<file path="config.mk">
export PLATFORM = sky130hd
export DESIGN_NAME = base64url_stream_decoder
export DESIGN_NICKNAME = d
export VERILOG_FILES = /design/src/rtl/b64u_pkg.sv /design/src/rtl/b64u_front.sv /design/src/rtl/b64u_queue.sv /design/src/rtl/b64u_back.sv /design/src/rtl/base64url_stream_decoder.sv
export VERILOG_INCLUDE_DIRS = /design/src /design/src/rtl
export SDC_FILE = /design/constraint.sdc
export NUM_CORES = 1
export LEC_CHECK = 0
export BUFFER_PORTS_ARGS = -buffer_cell sky130_fd_sc_hd__buf_2
export CAP_MARGIN = 20
export CORE_MARGIN = 2
export CORE_UTILIZATION = 59
export DETAILED_ROUTE_END_ITERATION = 12
export PLACE_DENSITY = 0.77
export SLEW_MARGIN = 20
export SYNTH_ARGS = -nofsm -noshare
export SYNTH_HDL_FRONTEND = slang
export SYNTH_SLANG_ARGS = --single-unit
</file>
<file path="constraint.sdc">
create_clock -name i_clk -period 6.1 [get_ports i_clk]
set_clock_uncertainty 0.2 [all_clocks]
set_input_delay 0.305 -clock i_clk [delete_from_list [all_inputs] [get_ports i_clk]]
set_output_delay 0.305 -clock i_clk [all_outputs]
set_load 0.03 [all_outputs]
</file>
<file path="src/rtl/base64url_stream_decoder_macros.svh">
// Assertion helpers for the base64url stream decoder.
// All checks sample on the rising edge of i_clk and are ignored while reset is low.
`ifndef BASE64URL_STREAM_DECODER_MACROS_SVH
`define BASE64URL_STREAM_DECODER_MACROS_SVH

`ifndef ASSERT_OFF

// expression holds at every clock edge
`define B64U_ASSERT_ALWAYS(lbl, expr, msg) \
    lbl: assert property (@(posedge i_clk) disable iff (!i_rst_n) (expr)) \
        else $error(msg);

// antecedent implies consequent in the same cycle
`define B64U_ASSERT_IMPLIES(lbl, ante, cons, msg) \
    lbl: assert property (@(posedge i_clk) disable iff (!i_rst_n) (ante) |-> (cons)) \
        else $error(msg);

`else

`define B64U_ASSERT_ALWAYS(lbl, expr, msg)
`define B64U_ASSERT_IMPLIES(lbl, ante, cons, msg)

`endif

`endif

</file>
<file path="src/rtl/b64u_pkg.sv">
package b64u_pkg;

    // default output limit and queue depth
    localparam int OUT_LIMIT_DEF   = 8192;
    localparam int QUEUE_DEPTH_DEF = 4;

    // widths fixed by the stream fields
    localparam int CHAR_W   = 8;
    localparam int BYTE_W   = 8;
    localparam int LIMIT_W  = 14;
    localparam int SEXTET_W = 6;
    localparam int BUF_W    = 18;
    localparam int GROUP_W  = 24;

    localparam logic [LIMIT_W-1:0] MAX_BYTES_RST = 14'd8192;

    // character codes
    localparam logic [CHAR_W-1:0] CH_PAD    = 8'h3D;  // '='
    localparam logic [CHAR_W-1:0] CH_SPACE  = 8'h20;
    localparam logic [CHAR_W-1:0] CH_LF     = 8'h0A;
    localparam logic [CHAR_W-1:0] CH_CR     = 8'h0D;
    localparam logic [CHAR_W-1:0] CH_DASH   = 8'h2D;  // '-'
    localparam logic [CHAR_W-1:0] CH_USCORE = 8'h5F;  // '_'
    localparam logic [CHAR_W-1:0] CH_UP_A   = 8'h41;
    localparam logic [CHAR_W-1:0] CH_UP_Z   = 8'h5A;
    localparam logic [CHAR_W-1:0] CH_LO_A   = 8'h61;
    localparam logic [CHAR_W-1:0] CH_LO_Z   = 8'h7A;
    localparam logic [CHAR_W-1:0] CH_DIG_0  = 8'h30;
    localparam logic [CHAR_W-1:0] CH_DIG_9  = 8'h39;

    localparam logic [SEXTET_W-1:0] SEXTET_DASH   = 6'd62;
    localparam logic [SEXTET_W-1:0] SEXTET_USCORE = 6'd63;
    localparam logic [SEXTET_W-1:0] SEXTET_LO_OFS = 6'd26;
    localparam logic [SEXTET_W-1:0] SEXTET_DG_OFS = 6'd52;

    // one queued command: up to three result words
    typedef struct packed {
        logic [GROUP_W-1:0] data;    // first byte in the top bits
        logic [1:0]         count;   // words to send, 1..3
        logic               bvalid;  // words carry decoded bytes
        logic               last;    // final word ends the string
        logic               err;     // overflow error word
    } t_cmd;

    // alphabet lookup; unknown characters map to zero
    function automatic logic [SEXTET_W-1:0] sextet_of(input logic [CHAR_W-1:0] c);
        logic [CHAR_W-1:0] d;
        d = '0;
        if (c >= CH_UP_A && c <= CH_UP_Z) begin
            d = c - CH_UP_A;
        end else if (c >= CH_LO_A && c <= CH_LO_Z) begin
            d = c - CH_LO_A + {2'b00, SEXTET_LO_OFS};
        end else if (c >= CH_DIG_0 && c <= CH_DIG_9) begin
            d = c - CH_DIG_0 + {2'b00, SEXTET_DG_OFS};
        end else if (c == CH_DASH) begin
            d = {2'b00, SEXTET_DASH};
        end else if (c == CH_USCORE) begin
            d = {2'b00, SEXTET_USCORE};
        end
        return d[SEXTET_W-1:0];
    endfunction

endpackage

</file>
<file path="src/rtl/b64u_front.sv">
module b64u_front #(
    parameter int OUT_LIMIT = b64u_pkg::OUT_LIMIT_DEF
) (
    input  logic                         i_clk,
    input  logic                         i_rst_n,
    input  logic                         i_cfg_we,
    input  logic [b64u_pkg::LIMIT_W-1:0] i_cfg_wdata,
    input  logic                         i_s_tvalid,
    output logic                         o_s_tready,
    input  logic [b64u_pkg::CHAR_W-1:0]  i_s_tdata,
    input  logic                         i_s_tlast,
    input  logic                         i_q_ready,
    output logic                         o_push,
    output b64u_pkg::t_cmd               o_cmd
);

    localparam int LW = 17;
    localparam logic [LW-1:0] LIM_CAP = LW'(OUT_LIMIT);

    logic [b64u_pkg::BUF_W-1:0]   r_buf,     n_buf;
    logic [1:0]                   r_cnt,     n_cnt;
    logic [b64u_pkg::LIMIT_W-1:0] r_emitted, n_emitted;
    logic                         r_drop,    n_drop;
    logic [b64u_pkg::LIMIT_W-1:0] r_max;

    logic                         accept;
    logic                         skip;
    logic [b64u_pkg::SEXTET_W-1:0] sx;
    logic                         full;
    logic [b64u_pkg::BUF_W-1:0]   buf_after;
    logic [1:0]                   cnt_after;
    logic [1:0]                   nb;
    logic [b64u_pkg::GROUP_W-1:0] grp;
    logic [LW-1:0]                limit_now;
    logic [LW-1:0]                sum;
    logic                         over;

    assign accept     = i_s_tvalid && i_q_ready;
    assign o_s_tready = i_q_ready;

    // classify the character
    assign skip = (i_s_tdata == b64u_pkg::CH_PAD) || (i_s_tdata == b64u_pkg::CH_SPACE) ||
                  (i_s_tdata == b64u_pkg::CH_LF)  || (i_s_tdata == b64u_pkg::CH_CR);
    assign sx   = b64u_pkg::sextet_of(i_s_tdata);
    assign full = !skip && (r_cnt == 2'd3);

    assign buf_after = skip ? r_buf : {r_buf[b64u_pkg::BUF_W-b64u_pkg::SEXTET_W-1:0], sx};
    assign cnt_after = skip ? r_cnt : r_cnt + 2'd1;

    // bytes produced by this character: full group or end-of-string tail
    always_comb begin
        nb  = 2'd0;
        grp = '0;
        if (full) begin
            nb  = 2'd3;
            grp = {r_buf, sx};
        end else if (i_s_tlast && cnt_after == 2'd2) begin
            nb  = 2'd1;
            grp = {buf_after[11:4], 16'h0000};
        end else if (i_s_tlast && cnt_after == 2'd3) begin
            nb  = 2'd2;
            grp = {buf_after[17:10], buf_after[9:2], 8'h00};
        end
    end

    // all-or-nothing limit check
    assign limit_now = ({3'b000, r_max} > LIM_CAP) ? LIM_CAP : {3'b000, r_max};
    assign sum       = {3'b000, r_emitted} + {15'd0, nb};
    assign over      = (nb != 2'd0) && (sum > limit_now);

    // command for the back end
    always_comb begin
        o_push = 1'b0;
        o_cmd  = '0;
        if (accept && !r_drop) begin
            if (over) begin
                o_push       = 1'b1;
                o_cmd.count  = 2'd1;
                o_cmd.last   = 1'b1;
                o_cmd.err    = 1'b1;
            end else if (nb != 2'd0) begin
                o_push       = 1'b1;
                o_cmd.data   = grp;
                o_cmd.count  = nb;
                o_cmd.bvalid = 1'b1;
                o_cmd.last   = i_s_tlast;
            end else if (i_s_tlast) begin
                o_push       = 1'b1;
                o_cmd.count  = 2'd1;
                o_cmd.last   = 1'b1;
            end
        end
    end

    // string state update
    always_comb begin
        n_buf     = r_buf;
        n_cnt     = r_cnt;
        n_emitted = r_emitted;
        n_drop    = r_drop;
        if (accept) begin
            if (r_drop) begin
                // discard until end of string
            end else if (over) begin
                n_buf  = '0;
                n_cnt  = 2'd0;
                n_drop = 1'b1;
            end else begin
                n_buf     = full ? '0 : buf_after;
                n_cnt     = full ? 2'd0 : cnt_after;
                n_emitted = sum[b64u_pkg::LIMIT_W-1:0];
            end
            if (i_s_tlast) begin
                n_buf     = '0;
                n_cnt     = 2'd0;
                n_emitted = '0;
                n_drop    = 1'b0;
            end
        end
    end

    always_ff @(posedge i_clk) begin
        if (!i_rst_n) begin
            r_buf     <= '0;
            r_cnt     <= 2'd0;
            r_emitted <= '0;
            r_drop    <= 1'b0;
            r_max     <= b64u_pkg::MAX_BYTES_RST;
        end else begin
            r_buf     <= n_buf;
            r_cnt     <= n_cnt;
            r_emitted <= n_emitted;
            r_drop    <= n_drop;
            if (i_cfg_we) begin
                r_max <= i_cfg_wdata;
            end
        end
    end

endmodule

</file>
<file path="src/rtl/b64u_queue.sv">
module b64u_queue #(
    parameter int DEPTH = b64u_pkg::QUEUE_DEPTH_DEF
) (
    input  logic           i_clk,
    input  logic           i_rst_n,
    input  logic           i_push,
    input  b64u_pkg::t_cmd i_cmd,
    output logic           o_ready,
    input  logic           i_pop,
    output logic           o_valid,
    output b64u_pkg::t_cmd o_cmd
);

    localparam int PW = (DEPTH > 1) ? $clog2(DEPTH) : 1;
    localparam int CW = $clog2(DEPTH + 1);

    b64u_pkg::t_cmd r_mem [DEPTH];
    logic [PW-1:0]  r_wr, n_wr;
    logic [PW-1:0]  r_rd, n_rd;
    logic [CW-1:0]  r_cnt, n_cnt;
    logic           do_push, do_pop;

    assign o_ready = (r_cnt != CW'(DEPTH));
    assign o_valid = (r_cnt != '0);
    assign o_cmd   = r_mem[r_rd];
    assign do_push = i_push && o_ready;
    assign do_pop  = i_pop && o_valid;

    // pointer and fill count
    always_comb begin
        n_wr  = r_wr;
        n_rd  = r_rd;
        n_cnt = r_cnt;
        if (do_push) begin
            n_wr = (r_wr == PW'(DEPTH - 1)) ? '0 : r_wr + PW'(1);
        end
        if (do_pop) begin
            n_rd = (r_rd == PW'(DEPTH - 1)) ? '0 : r_rd + PW'(1);
        end
        if (do_push && !do_pop) begin
            n_cnt = r_cnt + CW'(1);
        end else if (do_pop && !do_push) begin
            n_cnt = r_cnt - CW'(1);
        end
    end

    always_ff @(posedge i_clk) begin
        if (!i_rst_n) begin
            r_wr  <= '0;
            r_rd  <= '0;
            r_cnt <= '0;
        end else begin
            r_wr  <= n_wr;
            r_rd  <= n_rd;
            r_cnt <= n_cnt;
        end
    end

    // entry storage
    always_ff @(posedge i_clk) begin
        if (do_push) begin
            r_mem[r_wr] <= i_cmd;
        end
    end

endmodule

</file>
<file path="src/rtl/b64u_back.sv">
module b64u_back (
    input  logic                        i_clk,
    input  logic                        i_rst_n,
    input  logic                        i_q_valid,
    input  b64u_pkg::t_cmd              i_cmd,
    output logic                        o_pop,
    output logic                        o_m_tvalid,
    input  logic                        i_m_tready,
    output logic [b64u_pkg::BYTE_W-1:0] o_m_tdata,
    output logic                        o_m_tlast,
    output logic [1:0]                  o_m_tuser
);

    logic                         r_busy, n_busy;
    logic [1:0]                   r_left, n_left;
    logic [b64u_pkg::GROUP_W-1:0] r_data, n_data;
    logic                         r_bv,   n_bv;
    logic                         r_last, n_last;
    logic                         r_err,  n_err;
    logic                         final_word;
    logic                         take;

    assign final_word = (r_left == 2'd1);
    assign take = i_q_valid && (!r_busy || (i_m_tready && final_word));
    assign o_pop = take;

    // output word
    assign o_m_tvalid = r_busy;
    assign o_m_tdata  = r_data[b64u_pkg::GROUP_W-1 -: b64u_pkg::BYTE_W];
    assign o_m_tlast  = r_last && final_word;
    assign o_m_tuser  = {r_err, r_bv};

    // load a command or step to its next byte
    always_comb begin
        n_busy = r_busy;
        n_left = r_left;
        n_data = r_data;
        n_bv   = r_bv;
        n_last = r_last;
        n_err  = r_err;
        if (take) begin
            n_busy = 1'b1;
            n_left = i_cmd.count;
            n_data = i_cmd.data;
            n_bv   = i_cmd.bvalid;
            n_last = i_cmd.last;
            n_err  = i_cmd.err;
        end else if (r_busy && i_m_tready) begin
            if (final_word) begin
                n_busy = 1'b0;
            end else begin
                n_left = r_left - 2'd1;
                n_data = {r_data[b64u_pkg::GROUP_W-b64u_pkg::BYTE_W-1:0],
                          {b64u_pkg::BYTE_W{1'b0}}};
            end
        end
    end

    always_ff @(posedge i_clk) begin
        if (!i_rst_n) begin
            r_busy <= 1'b0;
            r_left <= 2'd0;
        end else begin
            r_busy <= n_busy;
            r_left <= n_left;
        end
    end

    always_ff @(posedge i_clk) begin
        r_data <= n_data;
        r_bv   <= n_bv;
        r_last <= n_last;
        r_err  <= n_err;
    end

endmodule

</file>
<file path="src/rtl/base64url_stream_decoder.sv">
// URL-safe base64 stream decoder, lenient.
// Slave channel: one character per word on i_s_tdata, i_s_tlast on the last
// character of a string. Master channel: one decoded byte per word on
// o_m_tdata, o_m_tuser = {overflow_error, byte_valid}, o_m_tlast closes a string.
// Config: i_cfg_we with i_cfg_wdata sets the per-string byte limit
// (reset 8192, capped at OUT_LIMIT); write it only while the block is idle.
// Throughput: one character per cycle while the queue has room. A character
// that completes a group queues three bytes, sent one per cycle by the output
// serializer while the receiver is ready; four characters give three bytes, so
// the output port keeps up on average. A character's command is written to the
// queue, then loaded into the serializer's output register; further bytes follow.
// A small command queue (QUEUE_DEPTH entries) sits between the decoder front
// and the serializer; when the receiver stalls, the queue fills and
// o_s_tready drops until there is room again.
// An over-limit group yields a single error word and the rest of the string
// is dropped without output. Reset clears the string state, the queue and the
// output register, and restores the default limit.
`include "base64url_stream_decoder_macros.svh"

module base64url_stream_decoder #(
    parameter int OUT_LIMIT   = b64u_pkg::OUT_LIMIT_DEF,
    parameter int QUEUE_DEPTH = b64u_pkg::QUEUE_DEPTH_DEF
) (
    input  logic                         i_clk,
    input  logic                         i_rst_n,
    input  logic                         i_cfg_we,
    input  logic [b64u_pkg::LIMIT_W-1:0] i_cfg_wdata,  // max_output_bytes
    input  logic                         i_s_tvalid,
    output logic                         o_s_tready,
    input  logic [b64u_pkg::CHAR_W-1:0]  i_s_tdata,    // char_code
    input  logic                         i_s_tlast,
    output logic                         o_m_tvalid,
    input  logic                         i_m_tready,
    output logic [b64u_pkg::BYTE_W-1:0]  o_m_tdata,    // data_byte
    output logic                         o_m_tlast,
    output logic [1:0]                   o_m_tuser     // [0] byte_valid, [1] overflow_error
);

    logic           q_push;
    logic           q_ready;
    logic           q_valid;
    logic           q_pop;
    b64u_pkg::t_cmd push_cmd;
    b64u_pkg::t_cmd head_cmd;

    // decode and limit check
    b64u_front #(
        .OUT_LIMIT (OUT_LIMIT)
    ) u_front (
        .i_clk       (i_clk),
        .i_rst_n     (i_rst_n),
        .i_cfg_we    (i_cfg_we),
        .i_cfg_wdata (i_cfg_wdata),
        .i_s_tvalid  (i_s_tvalid),
        .o_s_tready  (o_s_tready),
        .i_s_tdata   (i_s_tdata),
        .i_s_tlast   (i_s_tlast),
        .i_q_ready   (q_ready),
        .o_push      (q_push),
        .o_cmd       (push_cmd)
    );

    // command queue
    b64u_queue #(
        .DEPTH (QUEUE_DEPTH)
    ) u_queue (
        .i_clk   (i_clk),
        .i_rst_n (i_rst_n),
        .i_push  (q_push),
        .i_cmd   (push_cmd),
        .o_ready (q_ready),
        .i_pop   (q_pop),
        .o_valid (q_valid),
        .o_cmd   (head_cmd)
    );

    // byte serializer
    b64u_back u_back (
        .i_clk      (i_clk),
        .i_rst_n    (i_rst_n),
        .i_q_valid  (q_valid),
        .i_cmd      (head_cmd),
        .o_pop      (q_pop),
        .o_m_tvalid (o_m_tvalid),
        .i_m_tready (i_m_tready),
        .o_m_tdata  (o_m_tdata),
        .o_m_tlast  (o_m_tlast),
        .o_m_tuser  (o_m_tuser)
    );

    // checks
    `B64U_ASSERT_IMPLIES(a_err_word_final, o_m_tvalid && o_m_tuser[1], o_m_tlast && !o_m_tuser[0], "error word must be final and carry no byte")
    `B64U_ASSERT_IMPLIES(a_nobyte_zero, o_m_tvalid && !o_m_tuser[0], o_m_tdata == '0, "word without byte must have zero data")
    `B64U_ASSERT_IMPLIES(a_push_room, q_push, q_ready, "command pushed into a full queue")

endmodule

</file>
# Word level (Yosys, flattened, before mapping)
# Memory sizes are Yosys's and may differ from the RTL's. A register that Yosys moved wholly into a read port is not among the register bits.
# Index checks and enable logic that the tools add are counted.
# op_classes
n_addsub	12
n_mul	0
div_mod_pow	0
order_cmp	8
n_eq_ne	17
n_shift	0
muxes	59
bitwise	0
n_reduce_logical	36
# ops
op	count
$mux W24	8
$mux W18	5
$mux W14	4
$mux W2	17
$mux W6	5
$mux W29	1
$eq A8 B6 Y1 const B	3
$gt A17 B17 Y1	1
$logic_and A1 B1 Y1	17
$mux W1	17
$eq A8 B4 Y1 const B	2
$ge A8 B7 Y1 const B	2
$le A8 B7 Y1 const B	2
$add A14 B2 Y15	1
$gt A14 B14 Y1 const B	1
$sub A6 B6 Y6 const B	2
$eq A2 B2 Y1 const B	5
$eq A8 B7 Y1 const B	1
$ge A8 B6 Y1 const B	1
$le A8 B6 Y1 const B	1
$reduce_bool A2 Y1	4
$add A2 B1 Y2 const B	3
$add A6 B5 Y6 const B	1
$add A6 B6 Y6 const B	1
14 further kinds	27
# word_totals
register_bits	86
latchBits	0
ramBits	116
rom_bits	0
inputBits	28
elab_cells	148
n_memories	1
# memory_table
name	words	word_bits	rd	rd_ports_with_merged_regs	wr	line_no	text
u_queue.r_mem	4	29	1	1	1	b64u_queue.sv:17	b64u_pkg::t_cmd r_mem [DEPTH];

# Logic depth before layout (Yosys ltp)
# logic_depth
depth_word	20
mapped_depth	27
ltp_nobuf	26

# Hierarchy
# From an unflattened synthesis, not the netlist that was laid out.
# hier_totals
cells_unflattened	789
area_unflattened_um2	9925.8
# by_module_without_submodules
module	instances	cells_per_inst	area_per_inst_um2	seq_area_each_um2
b64u_queue	1	202	4665.7	3663.5
b64u_front	1	495	3833.7	980.9
b64u_back	1	92	1426.4	870.8

# Worst setup path after synthesis
# No wires, ideal clock.
# synth_path
kind	input to register
start	input i_s_tdata[2] (netlist name)
end	memory u_queue.r_mem[0][15] (netlist name), data pin
setup_ns	0.261
arrival_time_ns	5.138
t_required_ns	5.639
path_slack_ns	0.501
path_stages	26
n_path_buf	2
path_cell_list	clkbuf_1 inv_1 ha_1 nand4bb_1 o211a_1 o21ai_1 o22ai_1 nor2_1 inv_1 ha_1 a21oi_1 or4_4 or2_2 clkbuf_1 nor2_1 xor2_1 ha_1 and4_1 nand4_1 nor3_1 o21ai_0 a21oi_1 nand2_1 inv_2 and3_1 a31o_2
# synth_rtl
element	line_no	text
start: declaration	base64url_stream_decoder.sv:30	input logic [b64u_pkg::CHAR_W-1:0] i_s_tdata,
end: declaration	b64u_queue.sv:17	

==> results.md <==
* Outcome: completed
* Max H-tree Level at 1
* Initial core utilization at 60.6%
* Seq/Total Area, Yosys at 57.3%
* Dpl cells at 1,004
* Post-route DRC at 0
* Layout Nets at 890
* CP endpoint kind: register
* Worst Tran Pin Value at 1070 ps
* Setup violations, final at 0
* HP Class: input pin to register
* Area share of the largest cell type after synthesis at 44.6%
* DR iter-0 viols at 524
* Worst path required time at 6140 ps
* Number of buffers created by CTS at 21
* Synth area leader: edfxtp_1
* Fin crit period at 5550 ps
* DIE WIDTH at 132 um
* Flop-to-flop setup slack at 580 ps
* Xor/xnor share of the synthesized area at 1.64%
* Worst Path Arrival at 5590 ps
* Routability cong. at 0.912
* Pleak at 0.00407 uW
* Pin count of the biggest net entering global routing at 33
* Main combinational cell family by area after synthesis: simple AND/OR/NAND/NOR gates
* Setup TNS at 0 ps
* # port buffers at 40
* Synth top area cells: edfxtp_1 (45%), dfxtp_1 (13%), mux4_2 (6.8%)
* Max Cap Viol at 0
* Max-Slew Margin vs Limit at 28.9%
* Num ports at 41
* Floorplan row count at 46
* Fin cells at 1,057
* RSZ-0062 raised after global routing: false
* Simple-gate portion of the synthesized area at 13.5%
* CTS Buffer Depth at 3
* Initial antenna violation count at 0
* Worst-Skew Late Latency at 490 ps
* First-pass GRT wire length at 33.0 mm
* Synth Area in Compound Gates at 10.6%
* Diode count at 0
* Hold Path Cell Cnt at 4
* Mux cell area share after synthesis at 8.79%
* Die height at 132 um
* Die Area at 0.0173 sq mm
* Clk slew on worst S/H paths at 60 ps
* Mapped Cells at 783
* Vias in the first global route at 6,286
* CTS root buffer: clkbuf_16
* HPWL after detailed placement at 13.2 mm
* Fmax achieved at 180 MHz
* Peak fanout along the critical path at 11
* Worst r2r path cells at 22
* Peak supply drop at 262 uV
* CTS tree: built
* Post-CTS setup buffers at 0
* Final Max Slew Viols at 0
* Total wire length at 20.5 mm
* Syn nets at 846
* Layout cells sized above 1 at 17.6%
* Gr usage total at 23.7%
* Placeable Area at 0.0159 sq mm
* DR vias/cell at 6.03
* Post-synth ARST share at 0%
* Grt total ovfl at 0
* Antenna viol nets, final at 0
* WL/cell at 19.4 um
* Mean post-synth cell area at 12.3 sq um
* Distinct cell type count after synthesis at 76
* Adder-Cell Fraction of Synth Area at 4.71%
* Top cells by count, synth: edfxtp_1 (143), nand2_1 (106), dfxtp_1 (61)
* DRT Pass-1 Iters at 5
* Vias at 6,372
* Fin crit share at 91.1%
* Startpoint Class: input pin
* Top-count cell post-synth: edfxtp_1
* #FFs+latches synth at 204
* Synthesis-to-finish area growth at 12.4%
* Syn Std Cell Area at 0.00962 sq mm
* Yosys warnings at 0
* Post-synth EDFFs at 143
* Final Hold Viols at 0
* Crit path kind: input pin to register
* Synth Flop Type: edfxtp_1
* Pwr per Cell Area at 378 mW/mm^2
* Clock sink count at 204
-- cells in the final DEF (no fill, tap or decap), types with 5 or more instances in the layout --
cell type / synthesis / routed
a21o_1: 6 / 6
nand2_1: 106 / 106
or3_1: 6 / 6
and2_1: 15 / 11
nor2_1: 40 / 39
edfxtp_1: 143 / 143
mux2i_1: 17 / 17
a21oi_1: 25 / 25
nor2b_1: 20 / 20
nand3_1: 20 / 20
dfxtp_1: 61 / 58
nor3_1: 11 / 11
xnor2_1: 9 / 9
or2_2: 5 / 5
xor2_1: 9 / 9
clkbuf_1: 24 / 5
o21a_1: 5 / 5
and3_1: 7 / 7
clkbuf_16: 0 / 21
nand2b_1: 8 / 8
buf_4: 11 / 11
a22oi_1: 5 / 5
inv_1: 26 / 24
buf_2: 7 / 40
dlygate4sd3_1: 0 / 15
o21ai_0: 22 / 22
mux4_2: 29 / 29
ha_1: 33 / 33
o31ai_1: 13 / 13
a22o_1: 13 / 13
o211ai_1: 10 / 10
-- sequential cells by signal (all words and copies together), names as in the netlist, 3 cells and up, named ones only --
signal / cells
u_front.r_max: 14
u_front.r_emitted: 14
u_queue.r_mem: 116
u_back.r_data: 24
u_queue.r_cnt: 3
u_front.r_buf: 18
-- report_power, final --
part           total [uW]  internal [uW]  switching, uW
clock                1250            744            506
combinational        1030            391            635
sequential           1810           1720           91.1
total                4090           2850           1230
-- final timing paths --
| check | from | end |
|---|---|---|
| setup / recovery | i_s_tdata[2] | u_queue.r_mem[0][15]$_DFFE_PP_ |
| hold / removal | i_s_tvalid | u_front.r_drop$_SDFFE_PN0P_ |
| setup reg to reg | u_front.r_cnt[0]$_SDFFE_PN0P_ | u_queue.r_mem[0][15]$_DFFE_PP_ |
| hold reg to reg | u_front.r_emitted[0]$_SDFFE_PN0P_ | u_front.r_emitted[0]$_SDFFE_PN0P_ |
-- critical path, cell delays in order --
cell,delay [ps]
buf_2,170
inv_1,130
ha_1,260
nand4bb_1,170
o211a_1,220
nor2_2,150
nand4b_1,110
o21ai_0,110
or2_2,150
ha_1,150
inv_1,50
fa_1,390
nand3b_1,340
nor3_4,340
nand3_1,150
nor2_1,150
xor2_1,230
ha_1,280
and4_1,220
nand4_1,130
nor3_1,70
o21ai_0,430
a21oi_1,170
nand2_1,180
inv_2,100
and3_1,170
a31o_2,240
-- per-layer routing --
layer,vias up,GRT usage [%],wire (um)
met1,3124,32.7,8940
met4,0,4.47,299
met5,-,0,0
li1,2998,-,-
met3,30,2.97,1130
met2,220,41.0,10200
-- kinds of logic after synthesis --
group,after synthesis
buffers and inverters,73
AOI/OAI and AO/OA,142
DFF,204
xor gates and xnor gates,18
and+or+nand+nor,263
muxes,48
adders and majority gates,35
-- repair_timing --
item / 4_1_cts / 5_1_grt
hold endpoints to repair: 15 / 0
endpoints found under the setup margin: 0 / 56
hold buffers: 15 / 0
gates resized for setup: 0 / 4
-- final cells by class --
type,count,area (sq um)
Clock buffer,28,572
Clock inverter,9,101
Fill cell,1114,5070
Inverter,27,101
Multi-Input combinational cell,506,3800
Sequential cell,204,5520
Tap cell,216,270
Timing Repair Buffer,67,448
-- through the flow --
| stage | hold slack, ps | setup WS (ps) | total power (uW) | area [sq um] | utilization (%) |
|---|---|---|---|---|---|
| 3_5_place_dp | 254 | 90.5 | 2840 | 9950 | 62.6 |
| 6_report | 51.3 | 545 | 4090 | 10800 | 68.1 |
| 5_1_grt | 66.3 | 18.2 | 4290 | 10800 | 68.1 |
| 4_1_cts | 30.8 | 467 | 4100 | 10800 | 67.8 |
| 2_1_floorplan | 231 | 501 | 2610 | 9620 | - |
| 3_3_place_gp | 251 | 323 | 2800 | 9950 | 62.6 |
Note: power is estimated with default switching activity, not from simulation.
